--- config.mk ---
export PLATFORM = sky130hd
export DESIGN_NAME = multi_soft_timer_bank
export DESIGN_NICKNAME = d
export VERILOG_FILES = /design/src/rtl/mstb_pkg.sv /design/src/rtl/mstb_ram.sv /design/src/rtl/mstb_dec_unit.sv /design/src/rtl/multi_soft_timer_bank.sv
export SDC_FILE = /design/constraint.sdc
export NUM_CORES = 1
export LEC_CHECK = 0
export BUFFER_PORTS_ARGS = -buffer_cell sky130_fd_sc_hd__buf_2
export CORE_MARGIN = 5
export CORE_UTILIZATION = 56
export DETAILED_ROUTE_END_ITERATION = 6
export PLACE_DENSITY = 0.79
export SLEW_MARGIN = 40
export SYNTH_ARGS = -nofsm -noshare
export SYNTH_HDL_FRONTEND = slang
export SYNTH_HIERARCHICAL = 1
export SYNTH_SLANG_ARGS = --single-unit
--- constraint.sdc ---
create_clock -name clk -period 8.8 [get_ports clk]
set_input_delay 0.44 -clock clk [delete_from_list [all_inputs] [get_ports clk]]
set_output_delay 0.44 -clock clk [all_outputs]
set_load 0.02 [all_outputs]
--- src/rtl/mstb_pkg.sv ---
// shared constants and types for the soft timer bank
package mstb_pkg;

    localparam int NUM_TIMERS  = 8;
    localparam int COUNT_WIDTH = 32;
    localparam int SLOT_W      = (NUM_TIMERS > 1) ? $clog2(NUM_TIMERS) : 1;
    localparam int ENTRY_W     = 2 * COUNT_WIDTH;

    // command codes
    localparam logic [1:0] OP_TICK  = 2'd0;
    localparam logic [1:0] OP_START = 2'd1;
    localparam logic [1:0] OP_STOP  = 2'd2;

    // result of the shared count unit for one slot
    typedef struct packed {
        logic                   expire;
        logic [COUNT_WIDTH-1:0] next_rem;
    } dec_res_t;

endpackage

--- src/rtl/mstb_ram.sv ---
// generic single write, single registered read ram
module mstb_ram #(
    parameter int WIDTH = 8,
    parameter int DEPTH = 8
) (
    input  logic                     clk,
    input  logic                     we,
    input  logic [$clog2(DEPTH > 1 ? DEPTH : 2)-1:0] waddr,
    input  logic [WIDTH-1:0]         wdata,
    input  logic [$clog2(DEPTH > 1 ? DEPTH : 2)-1:0] raddr,
    output logic [WIDTH-1:0]         rdata
);

    logic [WIDTH-1:0] mem [DEPTH];

    // write port and registered read
    always_ff @(posedge clk)
    begin
        if (we)
        begin
            mem[waddr] <= wdata;
        end
        rdata <= mem[raddr];
    end

endmodule

--- src/rtl/mstb_dec_unit.sv ---
// shared compare and decrement unit for one slot count
module mstb_dec_unit (
    input  logic [mstb_pkg::COUNT_WIDTH-1:0] rem,
    input  logic [mstb_pkg::COUNT_WIDTH-1:0] reload,
    input  logic                             repeats,
    output mstb_pkg::dec_res_t               res
);
    import mstb_pkg::*;

    // count of one or less expires, otherwise count down
    always_comb
    begin
        res.expire = !(rem > COUNT_WIDTH'(1));
        if (!res.expire)
        begin
            res.next_rem = rem - COUNT_WIDTH'(1);
        end
        else if (repeats)
        begin
            res.next_rem = reload;
        end
        else
        begin
            res.next_rem = rem;
        end
    end

endmodule

--- src/rtl/multi_soft_timer_bank.sv ---
// A bank of countdown timers. Start and stop words are handled in the idle state and
// give no result. A tick word sweeps the slots in ascending order with one shared
// compare/decrement unit and one ram: an inactive slot is skipped in the read state,
// an active slot takes a ram read, then update and write back, and a closing flush
// state follows; the sweep stalls while the expiry output is held. Each expiry
// leaves as one word; one expiry is held back so that the last of the tick can be
// flagged. The next word is taken once the sweep has finished.
module multi_soft_timer_bank (
    input  logic                             clk,
    input  logic                             rst_n,
    input  logic                             cmd_valid,
    output logic                             cmd_ready,
    input  logic [1:0]                       operation,
    input  logic [2:0]                       timer_index,
    input  logic                             repeat_mode,
    input  logic [31:0]                      period_length,
    output logic                             exp_valid,
    input  logic                             exp_ready,
    output logic [2:0]                       expired_index,
    output logic                             expired_repeats,
    output logic                             last_expiry
);
    import mstb_pkg::*;

    typedef enum logic [1:0] {S_IDLE, S_READ, S_EXEC, S_FLUSH} state_t;

    state_t                  state_reg, state_next;
    logic [SLOT_W-1:0]       slot_reg, slot_next;
    logic [NUM_TIMERS-1:0]   active_reg, active_next;
    logic [NUM_TIMERS-1:0]   repeat_reg, repeat_next;
    logic                    pend_valid_reg, pend_valid_next;
    logic [SLOT_W-1:0]       pend_index_reg, pend_index_next;
    logic                    pend_repeats_reg, pend_repeats_next;
    logic                    out_valid_reg, out_valid_next;
    logic [2:0]              out_index_reg, out_index_next;
    logic                    out_repeats_reg, out_repeats_next;
    logic                    out_last_reg, out_last_next;

    logic                    ram_we;
    logic [SLOT_W-1:0]       ram_waddr;
    logic [ENTRY_W-1:0]      ram_wdata;
    logic [ENTRY_W-1:0]      ram_rdata;
    logic [COUNT_WIDTH-1:0]  len;
    logic [SLOT_W-1:0]       cmd_slot;
    logic                    cmd_in_range;
    logic                    last_slot;
    logic                    can_push;
    dec_res_t                dec_res;

    // count storage: reload in the upper half, remaining in the lower half
    mstb_ram #(
        .WIDTH(ENTRY_W),
        .DEPTH(NUM_TIMERS)
    ) u_ram (
        .clk  (clk),
        .we   (ram_we),
        .waddr(ram_waddr),
        .wdata(ram_wdata),
        .raddr(slot_reg),
        .rdata(ram_rdata)
    );

    // shared count unit
    mstb_dec_unit u_dec (
        .rem    (ram_rdata[COUNT_WIDTH-1:0]),
        .reload (ram_rdata[ENTRY_W-1:COUNT_WIDTH]),
        .repeats(repeat_reg[slot_reg]),
        .res    (dec_res)
    );

    assign len          = COUNT_WIDTH'(period_length);
    assign cmd_slot     = SLOT_W'(timer_index);
    assign cmd_in_range = 32'(timer_index) < 32'(NUM_TIMERS);
    assign last_slot    = slot_reg == SLOT_W'(NUM_TIMERS - 1);
    assign can_push     = !out_valid_reg || exp_ready;

    assign cmd_ready       = state_reg == S_IDLE;
    assign exp_valid       = out_valid_reg;
    assign expired_index   = out_index_reg;
    assign expired_repeats = out_repeats_reg;
    assign last_expiry     = out_last_reg;

    // sequencer next state
    always_comb
    begin
        state_next        = state_reg;
        slot_next         = slot_reg;
        active_next       = active_reg;
        repeat_next       = repeat_reg;
        pend_valid_next   = pend_valid_reg;
        pend_index_next   = pend_index_reg;
        pend_repeats_next = pend_repeats_reg;
        out_valid_next    = out_valid_reg && !exp_ready;
        out_index_next    = out_index_reg;
        out_repeats_next  = out_repeats_reg;
        out_last_next     = out_last_reg;
        ram_we            = 1'b0;
        ram_waddr         = slot_reg;
        ram_wdata         = {ram_rdata[ENTRY_W-1:COUNT_WIDTH], dec_res.next_rem};

        case (state_reg)
            S_IDLE:
            begin
                if (cmd_valid)
                begin
                    case (operation)
                        OP_TICK:
                        begin
                            slot_next  = '0;
                            state_next = S_READ;
                        end
                        OP_START:
                        begin
                            if (cmd_in_range)
                            begin
                                ram_we                = 1'b1;
                                ram_waddr             = cmd_slot;
                                ram_wdata             = {len, len};
                                active_next[cmd_slot] = 1'b1;
                                repeat_next[cmd_slot] = repeat_mode;
                            end
                        end
                        OP_STOP:
                        begin
                            if (cmd_in_range)
                            begin
                                active_next[cmd_slot] = 1'b0;
                            end
                        end
                        default:
                        begin
                        end
                    endcase
                end
            end
            S_READ:
            begin
                // inactive slots are skipped without a ram read
                if (active_reg[slot_reg])
                begin
                    state_next = S_EXEC;
                end
                else if (last_slot)
                begin
                    state_next = S_FLUSH;
                end
                else
                begin
                    slot_next = slot_reg + SLOT_W'(1);
                end
            end
            S_EXEC:
            begin
                // hold while a pending expiry cannot move to the output
                if (!(dec_res.expire && pend_valid_reg && !can_push))
                begin
                    ram_we = 1'b1;
                    if (dec_res.expire)
                    begin
                        if (pend_valid_reg)
                        begin
                            out_valid_next   = 1'b1;
                            out_index_next   = 3'(pend_index_reg);
                            out_repeats_next = pend_repeats_reg;
                            out_last_next    = 1'b0;
                        end
                        pend_valid_next   = 1'b1;
                        pend_index_next   = slot_reg;
                        pend_repeats_next = repeat_reg[slot_reg];
                        if (!repeat_reg[slot_reg])
                        begin
                            active_next[slot_reg] = 1'b0;
                        end
                    end
                    if (last_slot)
                    begin
                        state_next = S_FLUSH;
                    end
                    else
                    begin
                        slot_next  = slot_reg + SLOT_W'(1);
                        state_next = S_READ;
                    end
                end
            end
            S_FLUSH:
            begin
                // the held expiry is the last of this tick
                if (!pend_valid_reg)
                begin
                    state_next = S_IDLE;
                end
                else if (can_push)
                begin
                    out_valid_next   = 1'b1;
                    out_index_next   = 3'(pend_index_reg);
                    out_repeats_next = pend_repeats_reg;
                    out_last_next    = 1'b1;
                    pend_valid_next  = 1'b0;
                    state_next       = S_IDLE;
                end
            end
            default:
            begin
                state_next = S_IDLE;
            end
        endcase
    end

    // state and registered outputs
    always_ff @(posedge clk or negedge rst_n)
    begin
        if (!rst_n)
        begin
            state_reg      <= S_IDLE;
            slot_reg       <= '0;
            active_reg     <= '0;
            repeat_reg     <= '0;
            pend_valid_reg <= 1'b0;
            out_valid_reg  <= 1'b0;
        end
        else
        begin
            state_reg      <= state_next;
            slot_reg       <= slot_next;
            active_reg     <= active_next;
            repeat_reg     <= repeat_next;
            pend_valid_reg <= pend_valid_next;
            out_valid_reg  <= out_valid_next;
        end
    end

    // payload registers
    always_ff @(posedge clk)
    begin
        pend_index_reg   <= pend_index_next;
        pend_repeats_reg <= pend_repeats_next;
        out_index_reg    <= out_index_next;
        out_repeats_reg  <= out_repeats_next;
        out_last_reg     <= out_last_next;
    end

endmodule

# After elaboration in Yosys (flattened, before gate mapping)

Memories as Yosys holds them, arrays and structs flattened. A register that Yosys moved wholly into a read port is not among the register bits.
Index checks and enable logic that the tools add are counted.

$lt $le $gt $ge: 5
$mul: 0
Bitwise operators: 7
Shifts and indexed selects: 0
Div/mod/pow operators: 0
Multiplexer cells: 73
$add $sub $neg: 2
Reductions and logical operators: 22
Equality and inequality tests: 18

Operator list:

| operator                                                   | count |
|---|---|
| 2-to-1 mux 64 bit                                          | 3 |
| 2-to-1 mux 32 bit                                          | 2 |
| 2-to-1 mux 3 bit                                           | 13 |
| > comparator 32 x 1 -> 1 bit, second input constant        | 1 |
| 2-to-1 mux 8 bit                                           | 4 |
| case mux 8 bit (2 select lines)                            | 2 |
| subtractor 32 x 1 -> 32 bit, second input constant         | 1 |
| 2-to-1 mux 1 bit                                           | 28 |
| bitwise AND 8 bit                                          | 2 |
| 2-to-1 mux 2 bit                                           | 8 |
| inequality test 2 bit, second input constant               | 8 |
| inverter 8 bit                                             | 2 |
| AND reduction 6 bit                                        | 2 |
| case mux 1 bit (2 select lines)                            | 5 |
| AND reduction 5 bit                                        | 2 |
| case mux 3 bit (3 select lines)                            | 1 |
| AND reduction 3 bit                                        | 3 |
| bitwise mux 8 bit                                          | 1 |
| less-than comparator 3 x 4 -> 1 bit, second input constant | 2 |
| OR 8 bit                                                   | 1 |
| case mux 2 bit (4 select lines)                            | 1 |
| binary-select mux 1 bit (select 3 bit)                     | 2 |
| demux 1 bit (select 3 bit)                                 | 2 |
| equality test 2 bit, second input constant                 | 3 |
| other kinds (15)                                           | 28 |

Logic and storage cells: 139
Output and inout bits: 7
ROM bits: 0
Bits in writable memories: 512
Latch bits: 0
Input port bits: 42
Bits in registers: 32
Memories: 1

Memories:

| memory    | words | bits a word | read ports | clocked after Yosys merged registers in | wr ports | line           | text |
|---|---|---|---|---|---|---|---|
| u_ram.mem | 8     | 64          | 1          | 1                                       | 1        | mstb_ram.sv:14 | `logic [WIDTH-1:0] mem [DEPTH];` |

# Longest topological paths before layout

Word-level depth: 10
Mapped depth: 11
Gate-level depth less buffers: 10

# Cells and area by module

Netlist, hierarchy kept.

Modules (own cells, without submodules):

| module                | instances | area each (µm²) | cells each | seq. area each (µm²) |
|---|---|---|---|---|
| mstb_ram              | 1         | 20,547.2        | 816        | 16,656.0 |
| multi_soft_timer_bank | 1         | 2,477.4         | 363        | 845.8 |
| mstb_dec_unit         | 1         | 1,176.1         | 189        | 0.0 |

# Least setup slack after synthesis

Ideal clock, no wire load.

Path kind: reg2reg
Start: register state_reg[1]
End: memory u_ram/mem[0][0] (netlist bit) (enable)
Buffers on the path: 1
Stages on the path, launching flop included: 9
Clock period less this slack: 6.772 ns
Path slack: 2.028 ns
Setup time: 0.565 ns
Data required time: 8.235 ns
Data arrival time: 6.207 ns
Path through: dfrtp_1 > inv_1 > ha_1 > nand2_1 > nor3b_1 > clkbuf_1 > o21ai_0 > nand2b_1 > nor3_1

Elaborated cells on any way between the ends: 6
Those cells by class: eq/ne: 1; mux: 4; reduce/logical: 1

RTL lines:

| item                   | line                         | text |
|---|---|---|
| from (decl)            | multi_soft_timer_bank.sv:27  | `state_t state_reg, state_next;` |
| from (signal assigned) | multi_soft_timer_bank.sv:224 | `state_reg <= state_next;` |
| logical NOT 2 bit      | --                           |  |
| via cmd_ready          | multi_soft_timer_bank.sv:12  | `output logic cmd_ready,` |
| 2-to-1 mux 3 bit       | multi_soft_timer_bank.sv:101 | `case (state_reg)` |
| via ram_waddr[2]       | multi_soft_timer_bank.sv:40  | `logic [SLOT_W-1:0] ram_waddr;` |
| to (decl)              | mstb_ram.sv:14               |  |

The timed path passes the listed nets, and every way through them passes these cells.

==> results by stage <==
Placed design:
- The quantity of I/O buffers inserted on ports is 48.
- The instance area at placement is about 25000 sq um.
- The total placed cells including tap cells is just under 2000.
- After legalization and detailed placement, the total HPWL measured around 28 mm.
- The final estimated routing congestion in global placement is about 0.84.

STA:
- The final total negative setup slack is 0 ns.
- Setup repair after global routing left no endpoint under its margin.
- The post-route minimum period is ~4.3 ns.
- For the pin with the worst max-slew slack, the measured transition is roughly 0.87 ns.
- Hold is met by around 0.15 ns.
- Measured against its own limit, the worst slew margin works out to 0.420.
- Clock skew on the completed layout was measured at between 0.03 and 0.04 ns.
- In the finished design, the share of the clock period the worst path needs comes to 0.483.
- Derived from the worst setup path, the maximum achievable clock frequency is 235 MHz.
- The final hold violation count came to 0.
- The max-slew violation total from the final report was 0.
- The final-report setup violation count is 0.

GRT:
- The global-route wire length before repair is 78.4 mm.
- Across every metal layer, demand over resource in global routing totals 0.216.
- The number of antenna violations at the first check in global routing is 0.
- The via count of the first global-routing pass is around 13000.
- The maximum number of pins on one net before global-route repair is roughly 80.
- Summed over all layers, the global routing overflow is 0.

Power and ir drop:
- The ratio of total power to cell area is 335 nW/um^2.
- The analysis attributes to net switching a power of 2650 uW.
- The clock network power share is 0.279.
- The share of total power dissipated in combinational logic is 0.244.
- The switching portion of total power is 0.292.
- The leakage dissipation is about 0.009 uW.
- The internal power of the cells totals between 6000 and 7000 uW.
- The worst vdd rail ir drop is 259 uV.
- The share of total power dissipated in sequential elements is 0.477.

Clock tree:
- The CTS sink count is 608.
- TritonCTS built the clock tree.
- After clock tree synthesis, the clock-pin slew on the worst setup and hold paths is 0.06 ns.
- Once the clock tree was built, the setup fixing pass inserted 0 buffers.
- The H-tree generated during clock tree synthesis spans 2 levels.
- The later pin in the worst-skew pair is clocked with a latency of just over 0.6 ns.
- The clock passes through at most 3 buffers.
- The tree is rooted in a sky130_fd_sc_hd__clkbuf_16.
- The total CTS buffers is between 50 and 60.

Floorplanning:
- The floorplan die width is 218 um.
- The floorplan step defined a core boundary enclosing between 40000 and 50000 sq um.
- In this run the vertical extent of the chip is 218 um.
- The starting density of the core is 0.564.
- The number of placement rows is between 70 and 80.
- During I/O placement, the number of pins put on the boundary was 49.
- The area of the die is 47500 sq um.

Final layout:
- Once layout is complete, the utilization of the core stands at 0.632.
- In the final layout, the share of cells above drive strength 1 is 0.246.
- The signed area change from the synthesized netlist to the final layout is 12.0%.
- The total inserted antenna cells is 0.
- The non-filler instance count after layout is 2067.
- The number of nets at the end of the flow is roughly 1500.
- Summing all non-filler instances in the final layout gives an area of between 20000 and 30000 sq um.
- Fill cells in the final layout number a little under 3000.
- The number of flip-flops under the largest register name is ~510.

Yosys:
- In the synthesized netlist the dominant register cell turns out to be sky130_fd_sc_hd__edfxtp_1.
- The mean area per synthesized cell is ~18 sq um.
- The leading area contributor after synthesis is sky130_fd_sc_hd__edfxtp_1.
- For this run, the number of Yosys warnings is 6.
- The count of state elements after synthesis is a little over 600.
- Ranked by total cell area, the synthesized netlist is headed by sky130_fd_sc_hd__edfxtp_1, sky130_fd_sc_hd__mux4_2, sky130_fd_sc_hd__dfxtp_1.
- The share of the yosys chip area belonging to registers is 0.723.
- Counting instances in the post-synthesis netlist gives the leading cell types as sky130_fd_sc_hd__edfxtp_1, sky130_fd_sc_hd__nand2_1, sky130_fd_sc_hd__mux4_2.
- The number of enable-type register cells in the synthesized netlist is about 520.
- The cell count after synthesis is roughly 1400.
- The count of unique library cells instantiated by Yosys is 64.
- The area of the mapped netlist is 24200 sq um.
- The proportion of register bits with asynchronous set or reset after synthesis is 0.0378.
- sky130_fd_sc_hd__edfxtp_1 is the most common cell in the netlist.
- The net count after synthesis is around 1400.
- The share of synthesized area in the top cell type comes to 0.646.

Worst setup path:
- The startpoint-to-endpoint class of the critical path is reg -> reg.
- Of all nets on the critical path, the largest fanout is slightly above 50.
- The worst setup path is launched from a flip-flop.
- The arrival time of data at the critical path endpoint is approximately 4.5 ns.
- Among cell families on the critical path, the largest total delay comes from simple AND/OR/NAND/NOR gates.
- The nature of the critical path endpoint is a flip-flop.
- The critical path's slowest cell is sky130_fd_sc_hd__or4_1.
- The largest stage delay on the critical path is approximately 0.70 ns.
- The most repeated library cell on the critical path is sky130_fd_sc_hd__nand2_1.
- The required arrival time at the worst endpoint is between 9 and 10 ns.
- The buffers plus inverters on the worst setup path is 2.
- Walking the worst path, the cells encountered are or4_1 > nor4_4 > nand3_1 > inv_2 > nand2_1 > nand2_1 > nand2_1 > nand2b_1 > nor2_4 > buf_6.

Min path:
- The path class of the tightest hold or removal check is in -> reg.

Drt:
- The detailed-routing iteration count for the pre-antenna-repair pass is 6.
- The final routed wire length divided by cell count is roughly 25 um.
- Dividing the detail-routed via count by the number of cells gives about 6.2.
- The first routing iteration left about 1400 violations.
- Wires add up to between 50 and 60 mm.
- Detailed routing inserted a total of about 13000 vias.
- In this run the remaining antenna-violating nets after routing total 0.
- The detailed-route DRC error count is 0.

Status:
- The flow ran to the end, and the final reports show no timing, DRC or antenna violations.

Flow run:
- The tool flagged a number of max-cap violations equal to 0.
worst reg2reg max path, stage by stage, from the launching register on:
cell and delay, ns:
sky130_fd_sc_hd__dfxtp_1 0.36, sky130_fd_sc_hd__or4_1 0.70, sky130_fd_sc_hd__nor4_4 0.40, sky130_fd_sc_hd__nand3_1 0.54, sky130_fd_sc_hd__inv_2 0.68, sky130_fd_sc_hd__nand2_1 0.11, sky130_fd_sc_hd__nand2_1 0.10, sky130_fd_sc_hd__nand2_1 0.08
sky130_fd_sc_hd__nand2b_1 0.36, sky130_fd_sc_hd__nor2_4 0.21, sky130_fd_sc_hd__buf_6 0.33
stage by stage:
| stage | worst slack [ns] | power (uW) |
|---|---|---|
| 2_1_floorplan | 2.03 | 5940 |
| 3_3_place_gp | 4.54 | 6460 |
| 3_5_place_dp | 4.55 | 6590 |
| 4_1_cts | 4.51 | 9130 |
| 5_1_grt | 4.38 | 9490 |
| 6_report | 4.55 | 9070 |
power groups by stage:
stage	clock, uW	sequential [uW]	combinational (uW)
5_1_grt	2700	4380	2410
6_report	2530	4330	2210
4_1_cts	2570	4330	2230
3_5_place_dp	0	4390	2210
2_1_floorplan	0	4220	1720
3_3_place_gp	0	4380	2080
area by class of cell:
| type | count | area [sq um] | area share |
|---|---|---|---|
| flip-flops and latches | 608 | 17500 | 0.646 |
| multi-input cells | 674 | 6330 | 0.234 |
| clock buffers | 74 | 1540 | 0.0569 |
| well taps | 585 | 732 | 0.0270 |
| repair buffers | 68 | 487 | 0.0180 |
| clock inverters | 35 | 408 | 0.0151 |
| inverters | 23 | 86.3 | 0.00319 |
cell usage in the layout, fill, tap and decap left out, types with 13 or more instances in the layout:
cell type,n
sky130_fd_sc_hd__inv_1,22
sky130_fd_sc_hd__o21ai_0,35
sky130_fd_sc_hd__dfxtp_1,64
sky130_fd_sc_hd__buf_2,48
sky130_fd_sc_hd__nor2_1,41
sky130_fd_sc_hd__clkinv_1,13
sky130_fd_sc_hd__nand2_1,194
sky130_fd_sc_hd__a211oi_1,17
sky130_fd_sc_hd__clkbuf_16,59
sky130_fd_sc_hd__clkbuf_1,14
sky130_fd_sc_hd__mux2_2,66
sky130_fd_sc_hd__nor3_1,21
sky130_fd_sc_hd__dfrtp_1,20
sky130_fd_sc_hd__edfxtp_1,521
sky130_fd_sc_hd__a21oi_1,22
sky130_fd_sc_hd__mux4_2,128
worst paths after layout:
path	start	to	slack [ns]	cells after the start
hold reg to reg	pend_index_reg[2]	expired_index[2]	0.42	0
hold / removal	exp_ready	exp_valid	0.15	3
setup reg to reg	u_ram/rdata[20]	u_ram/mem[1][57]	4.55	10
max in group asynchronous	rst_n	slot_reg[0]	8.02	2
min in group asynchronous	rst_n	repeat_reg[7]	0.36	2
setup / recovery	u_ram/rdata[20]	u_ram/mem[1][57]	4.55	10
layer usage:
| layer | routed length, um | track usage | up-vias |
|---|---|---|---|
| met3 | 3720 | 0.0419 | 87 |
| met2 | 25200 | 0.354 | 547 |
| li1 | - | - | 5572 |
| met4 | 994 | 0.0525 | 0 |
| met5 | 0 | 0 | - |
| met1 | 20800 | 0.306 | 6613 |
kinds of logic (layout without fill, tap and decap cells):
logic type,after synthesis,after routing,share of synthesized area
DFF,608,608,0.723
and+or+nand+nor,332,332,0.0627
muxes,203,203,0.155
AOI/OAI and AO/OA,130,130,0.0369
buffers and inverters,86,200,0.0178
adders and majority gates,8,8,0.00414
xor gates and xnor gates,1,1,0.000362
timing repair:
item | in CTS | in global routing
gates resized for setup | 0 | 0
hold endpoints to repair | 23 | 0
hold buffers | 1 | 0
Power figures use the tool's default switching activity.
